--- config.mk ---
export PLATFORM = sky130hd
export DESIGN_NAME = dts_search
export DESIGN_NICKNAME = d
export VERILOG_FILES = /design/src/sv/dts_pkg.sv /design/src/sv/dts_search.sv
export SDC_FILE = /design/constraint.sdc
export NUM_CORES = 1
export LEC_CHECK = 0
export BUFFER_PORTS_ARGS = -buffer_cell sky130_fd_sc_hd__buf_2
export CAP_MARGIN = 20
export CORE_AREA = 10 10 190 192
export CTS_BUF_LIST = sky130_fd_sc_hd__clkbuf_4 sky130_fd_sc_hd__clkbuf_8 sky130_fd_sc_hd__clkbuf_16
export DETAILED_ROUTE_END_ITERATION = 8
export DIE_AREA = 0 0 200 202
export SLEW_MARGIN = 20
export SYNTH_ARGS = -nofsm -noshare
export SYNTH_HDL_FRONTEND = slang
export SYNTH_SLANG_ARGS = --single-unit
--- constraint.sdc ---
create_clock -name aclk -period 3.95 [get_ports aclk]
set_clock_uncertainty 0.1 [all_clocks]
set_input_delay 0.1975 -clock aclk [delete_from_list [all_inputs] [get_ports aclk]]
set_output_delay 0.1975 -clock aclk [all_outputs]
set_load 0.01 [all_outputs]
--- src/sv/dts_pkg.sv ---
package dts_pkg;

    // fixed field widths
    localparam int RDEV_W   = 32;
    localparam int INODE_W  = 64;
    localparam int ENTRY_W  = RDEV_W + INODE_W;
    localparam int COUNT_W  = 11;
    localparam int INDEX_W  = 10;
    localparam int TYPE_W   = 2;

    // default table depth
    localparam int TABLE_DEPTH_DEF = 1024;

    // configuration port
    localparam int APB_ADDR_W = 3;
    localparam int APB_DATA_W = 32;
    localparam logic REG_DEVICE_OF_DEV = 1'b0;
    localparam logic REG_ENTRY_COUNT   = 1'b1;

    // operation codes
    localparam logic OP_LOAD   = 1'b0;
    localparam logic OP_LOOKUP = 1'b1;

    // inode type that turns on the inode comparison
    localparam logic [TYPE_W-1:0] INODE_TYPE_CMP = 2'd1;

    typedef enum logic [1:0] {
        ST_IDLE,
        ST_READ,
        ST_CMP,
        ST_DONE
    } dts_state_t;

    typedef struct packed {
        logic [RDEV_W-1:0]  device_of_dev;
        logic [COUNT_W-1:0] entry_count;
    } dts_cfg_t;

    typedef struct packed {
        logic               found;
        logic [INDEX_W-1:0] match_index;
    } dts_result_t;

endpackage

--- src/sv/dts_search.sv ---
module dts_search
    import dts_pkg::*;
#(
    parameter int TABLE_DEPTH = TABLE_DEPTH_DEF
) (
    input  logic                             aclk,
    input  logic                             aresetn,
    input  dts_cfg_t                         cfg,
    // input transaction
    input  logic                             in_valid,
    output logic                             in_ready,
    input  logic                             operation,
    input  logic [INDEX_W-1:0]               entry_index,
    input  logic [RDEV_W-1:0]                entry_rdev,
    input  logic [INODE_W-1:0]               entry_inode,
    input  logic [RDEV_W-1:0]                device_id,
    input  logic [RDEV_W-1:0]                raw_device,
    input  logic                             match_inode,
    input  logic [INODE_W-1:0]               file_inode,
    input  logic [TYPE_W-1:0]                inode_type,
    // result handoff
    output logic                             res_valid,
    input  logic                             res_ready,
    output dts_result_t                      res,
    // table memory
    output logic                             ram_we,
    output logic [$clog2(TABLE_DEPTH)-1:0]   ram_waddr,
    output logic [ENTRY_W-1:0]               ram_wdata,
    output logic [$clog2(TABLE_DEPTH)-1:0]   ram_raddr,
    input  logic [ENTRY_W-1:0]               ram_rdata
);

    localparam int AW = $clog2(TABLE_DEPTH);
    localparam int LW = (AW + 1 > INDEX_W) ? AW + 1 : INDEX_W;
    localparam int CW = (AW + 1 > COUNT_W) ? AW + 1 : COUNT_W;
    localparam int MW = (AW > INDEX_W) ? AW : INDEX_W;

    dts_state_t         state_reg, state_next;
    logic [AW:0]        low_reg, low_next;
    logic [AW:0]        hix_reg, hix_next;
    logic [AW-1:0]      mid_reg, mid_next;
    logic [RDEV_W-1:0]  key_rdev_reg, key_rdev_next;
    logic [INODE_W-1:0] key_inode_reg, key_inode_next;
    logic               chk_inode_reg, chk_inode_next;
    dts_result_t        res_reg, res_next;

    logic [LW-1:0]      idx_ext;
    logic               idx_ok;
    logic [CW-1:0]      cnt_ext;
    logic [CW-1:0]      cnt_sat;
    logic [AW:0]        n_entries;
    logic [AW+1:0]      mid_sum;
    logic [MW-1:0]      mid_ext;
    logic [RDEV_W-1:0]  e_rdev;
    logic [INODE_W-1:0] e_inode;

    // load address range check
    assign idx_ext   = LW'(entry_index);
    assign idx_ok    = idx_ext < LW'(TABLE_DEPTH);
    assign ram_waddr = idx_ext[AW-1:0];
    assign ram_wdata = {entry_rdev, entry_inode};

    // search bound, count saturated at table depth
    assign cnt_ext   = CW'(cfg.entry_count);
    assign cnt_sat   = (cnt_ext > CW'(TABLE_DEPTH)) ? CW'(TABLE_DEPTH) : cnt_ext;
    assign n_entries = cnt_sat[AW:0];

    // probe midpoint over [low, hix)
    assign mid_sum   = {1'b0, low_reg} + {1'b0, hix_reg} - {{(AW+1){1'b0}}, 1'b1};
    assign ram_raddr = mid_sum[AW:1];
    assign mid_ext   = MW'(mid_reg);

    assign e_rdev  = ram_rdata[ENTRY_W-1:INODE_W];
    assign e_inode = ram_rdata[INODE_W-1:0];

    assign in_ready  = (state_reg == ST_IDLE);
    assign res_valid = (state_reg == ST_DONE);
    assign res       = res_reg;

    // state register
    always_ff @(posedge aclk) begin
        if (!aresetn) begin
            state_reg <= ST_IDLE;
        end else begin
            state_reg <= state_next;
        end
    end

    // search datapath registers
    always_ff @(posedge aclk) begin
        low_reg       <= low_next;
        hix_reg       <= hix_next;
        mid_reg       <= mid_next;
        key_rdev_reg  <= key_rdev_next;
        key_inode_reg <= key_inode_next;
        chk_inode_reg <= chk_inode_next;
        res_reg       <= res_next;
    end

    // sequencer: one probe is a read state and a compare state
    always_comb begin
        state_next     = state_reg;
        low_next       = low_reg;
        hix_next       = hix_reg;
        mid_next       = mid_reg;
        key_rdev_next  = key_rdev_reg;
        key_inode_next = key_inode_reg;
        chk_inode_next = chk_inode_reg;
        res_next       = res_reg;
        ram_we         = 1'b0;
        case (state_reg)
            ST_IDLE: begin
                if (in_valid) begin
                    res_next       = '0;
                    low_next       = '0;
                    hix_next       = n_entries;
                    key_rdev_next  = raw_device;
                    key_inode_next = file_inode;
                    chk_inode_next = match_inode && (inode_type == INODE_TYPE_CMP);
                    if (operation == OP_LOAD) begin
                        ram_we     = idx_ok;
                        state_next = ST_DONE;
                    end else if (device_id != cfg.device_of_dev || n_entries == '0) begin
                        state_next = ST_DONE;
                    end else begin
                        state_next = ST_READ;
                    end
                end
            end
            ST_READ: begin
                mid_next   = mid_sum[AW:1];
                state_next = ST_CMP;
            end
            ST_CMP: begin
                if (key_rdev_reg < e_rdev) begin
                    hix_next = {1'b0, mid_reg};
                end else if (key_rdev_reg > e_rdev) begin
                    low_next = {1'b0, mid_reg} + {{AW{1'b0}}, 1'b1};
                end else if (!chk_inode_reg || key_inode_reg == e_inode) begin
                    res_next.found       = 1'b1;
                    res_next.match_index = mid_ext[INDEX_W-1:0];
                end else if (key_inode_reg < e_inode) begin
                    hix_next = {1'b0, mid_reg};
                end else begin
                    low_next = {1'b0, mid_reg} + {{AW{1'b0}}, 1'b1};
                end
                if (res_next.found || low_next >= hix_next) begin
                    state_next = ST_DONE;
                end else begin
                    state_next = ST_READ;
                end
            end
            ST_DONE: begin
                if (res_ready) begin
                    state_next = ST_IDLE;
                end
            end
            default: begin
                state_next = ST_IDLE;
            end
        endcase
    end

endmodule

==> results.cfg <==
[outcome]
status = finished clean

[clock_network]
root_buffer = clkbuf_16
numCtsBuffers = 17
path_clk_slew_ns = 0.07
cts_max_level = 4
clk_latency_ns = 0.43
cts_sinks = 142
cts_buffer_depth = 2
cts_tree = yes

[min_path]
worstHoldPathType = input port to register

[yosys]
ys_seq_elements = 142
yosysSeqAreaShare_pct = 42.6
synth_cells = 954
ys.flop_type = edfxtp_1
async_flop_share_pct = 0
syn_avg_cell_area_sq_um = 10.4
synth.net_count = 1462
mappedNetlistArea_sq_um = 9950
yosys_warnings = 0
synth.distinct_cells = 60
synth_edf_count = 140

[power]
p_comb_share_pct = 32.1
p_sw_uw = 1670
powerDensity_nw_per_um2 = 389
p_seq_share_pct = 39.1
p_sw_share_pct = 32.3
ir_drop_uv = 276
p_leak_uw = 0.00621
power.share.clock_pct = 28.8
power.internal_uw = 3500

[critical_path]
cp_max_fo = 8
cp_data_required_time_ns = 4.18
crit_path_end_kind = register
cp-start-kind = register
critPathKind = register to register
crit_family = simple AND/OR/NAND/NOR gates
arrival_ns = 4.18
crit_buf_inv = 3
max_stage_delay_ns = 0.51
crit_chain = ha_1, nand4_1, buf_4, nor2_1, o2bb2ai_1, o41ai_2, buf_4, nand3_1, nand2_1, buf_4, or4_4, nand2_1, ha_1, a2111oi_2, a21oi_1, mux2i_1, o21ai_1, o21a_1
cp_common_cell = buf_4
slowest_stage = or4_4

[routing]
vias = 8195
drc = 0
first_iter_violations = 323
drtAntennaViolNets = 0
viasPerCell = 4.62
wire_per_inst_um = 22.5
first_pass_iters = 4
wl_um = 39800

[layout]
multi_input_area_sq_um = 4380
regArea_sq_um = 4240
layout.cells.non_filler = 1772
largest_register_ffs = 64
fillCellCount = 3074
areaGrowthSynthToFinish_pct = 33.5
final_common_cell = buf_2
final_cell_mix = buf_2 (298), inv_1 (141), edfxtp_1 (140)
final_nets = 1822
drive_above_1_share_pct = 31.8

[global_route]
antenna_found_initial = 5
grt_overflow = 0
track_usage_pct = 19.1
grt_pass1_wl_um = 56200
grt_max_degree = 61
grt_pass1_vias = 8917

[die]
io_pins = 511
die_w_um = 200
core_area_sq_um = 32300
die-area_sq_um = 40400
initial_utilization_pct = 30.8
fp.dieH_um = 202
rows = 66

[timing]
max_slew_margin_pct = 47.1
fin_hold_ws_ns = 0.0358
min_period_ns = 3.95
tightest_slew_ns = 0.794
rsz0062_at_grt = yes
finalHoldViolCount = 0
post-route-period-util_pct = 99.9
drv_slew = 0
max_freq_mhz = 253
setup_violations = 0

[run]
cap_violations = 0

[placed_design]
dp_cells = 1627
dpl.hpwl_um = 33700
portBuffers = 298
place.gp.congestion = 0.954
through the flow:
step	TNS [ns]	util [%]	instance area, sq um	setup slack, ns	total power [uW]
2_1_floorplan	0	-	9950	0.257	3060
3_3_place_gp	-0.133	35.8	11600	-0.133	3580
3_5_place_dp	-0.224	35.9	11600	-0.224	3600
4_1_cts	0	41.0	13200	0.000963	5230
5_1_grt	-0.786	41.1	13300	-0.265	5510
6_report	0	41.1	13300	0.00284	5180
kinds of logic after synthesis:
family / Yosys count / share of synthesized area [%]
DFF: 142 / 42.6
AOI/OAI and AO/OA: 151 / 9.77
and+or+nand+nor: 201 / 11.2
xor gates and xnor gates: 50 / 4.40
buffers and inverters: 266 / 14.2
adders and majority gates: 127 / 16.0
muxes: 17 / 1.72
timing repair:
item	CTS	global route
hold endpoints to repair	99	0
resized for setup	14	5
hold buffers	99	0
endpoints found under the setup margin	1	5
setup buffers	10	2
pin swaps	14	8
final timing paths:
path / slack [ns] / cells after the start / endpoint / start
setup / recovery: 0.003 / 18 / state_reg[1] / key_rdev_reg[14]
hold / removal: 0.04 / 3 / state_reg[0] / res_ready
setup reg to reg: 0.003 / 18 / state_reg[1] / key_rdev_reg[14]
hold reg to reg: 0.57 / 2 / res[10] / res[10]
per-layer routing:
layer	GRT usage, %	share of wire, %	vias up
met1	14.9	28	3718
met2	33.9	50	428
met5	0.638	0.14	-
li1	-	-	3995
met4	7.22	2.9	6
met3	15.2	18	48
synthesized netlist by cell type, types with 4 or more instances:
| cell type | number | area share [%] |
|---|---|---|
| a211oi_1 | 10 | 0.75 |
| a211o_1 | 4 | 0.35 |
| o21ai_0 | 23 | 1.2 |
| o211ai_1 | 7 | 0.53 |
| nand2b_1 | 4 | 0.25 |
| o21a_1 | 7 | 0.53 |
| edfxtp_1 | 140 | 42 |
| buf_2 | 4 | 0.20 |
| ha_1 | 126 | 16 |
| nand2_1 | 44 | 1.7 |
| nand3_1 | 23 | 1.2 |
| mux2i_1 | 16 | 1.6 |
| nor2b_1 | 8 | 0.50 |
| xor2_1 | 7 | 0.62 |
| inv_1 | 142 | 5.4 |
| a21o_1 | 14 | 1.1 |
| nand3b_1 | 5 | 0.38 |
| a21oi_1 | 56 | 2.8 |
| nand4_1 | 29 | 1.8 |
| a311o_1 | 5 | 0.50 |
| and2_1 | 22 | 1.4 |
| clkbuf_1 | 12 | 0.45 |
| nor2_1 | 17 | 0.64 |
| nor3_1 | 16 | 0.80 |
| buf_4 | 106 | 8.0 |
| nor4_1 | 5 | 0.31 |
| and3_1 | 13 | 0.82 |
| xnor2_1 | 43 | 3.8 |
power groups by stage:
stage / logic, uW / clock network (uW) / registers, uW
5_1_grt: 1870 / 1590 / 2040
3_5_place_dp: 1550 / 0 / 2050
2_1_floorplan: 1080 / 0 / 1990
4_1_cts: 1670 / 1530 / 2020
6_report: 1660 / 1490 / 2020
3_3_place_gp: 1530 / 0 / 2050
cell type report:
type,count,area share [%]
inverter,142,4.03
tap,442,4.16
sequential,142,31.9
multi-input combinational,546,33.0
timing repair buffer,465,22.7
clock buffer,18,3.26
antenna,3,0.0565
clock inverter,14,0.810
worst min-delay path, stage by stage:
cell and delay [ns]:
buf_2 0.12, nor2b_1 0.05, o21a_1 0.15
No activity file was read; power rests on OpenSTA's default activity.
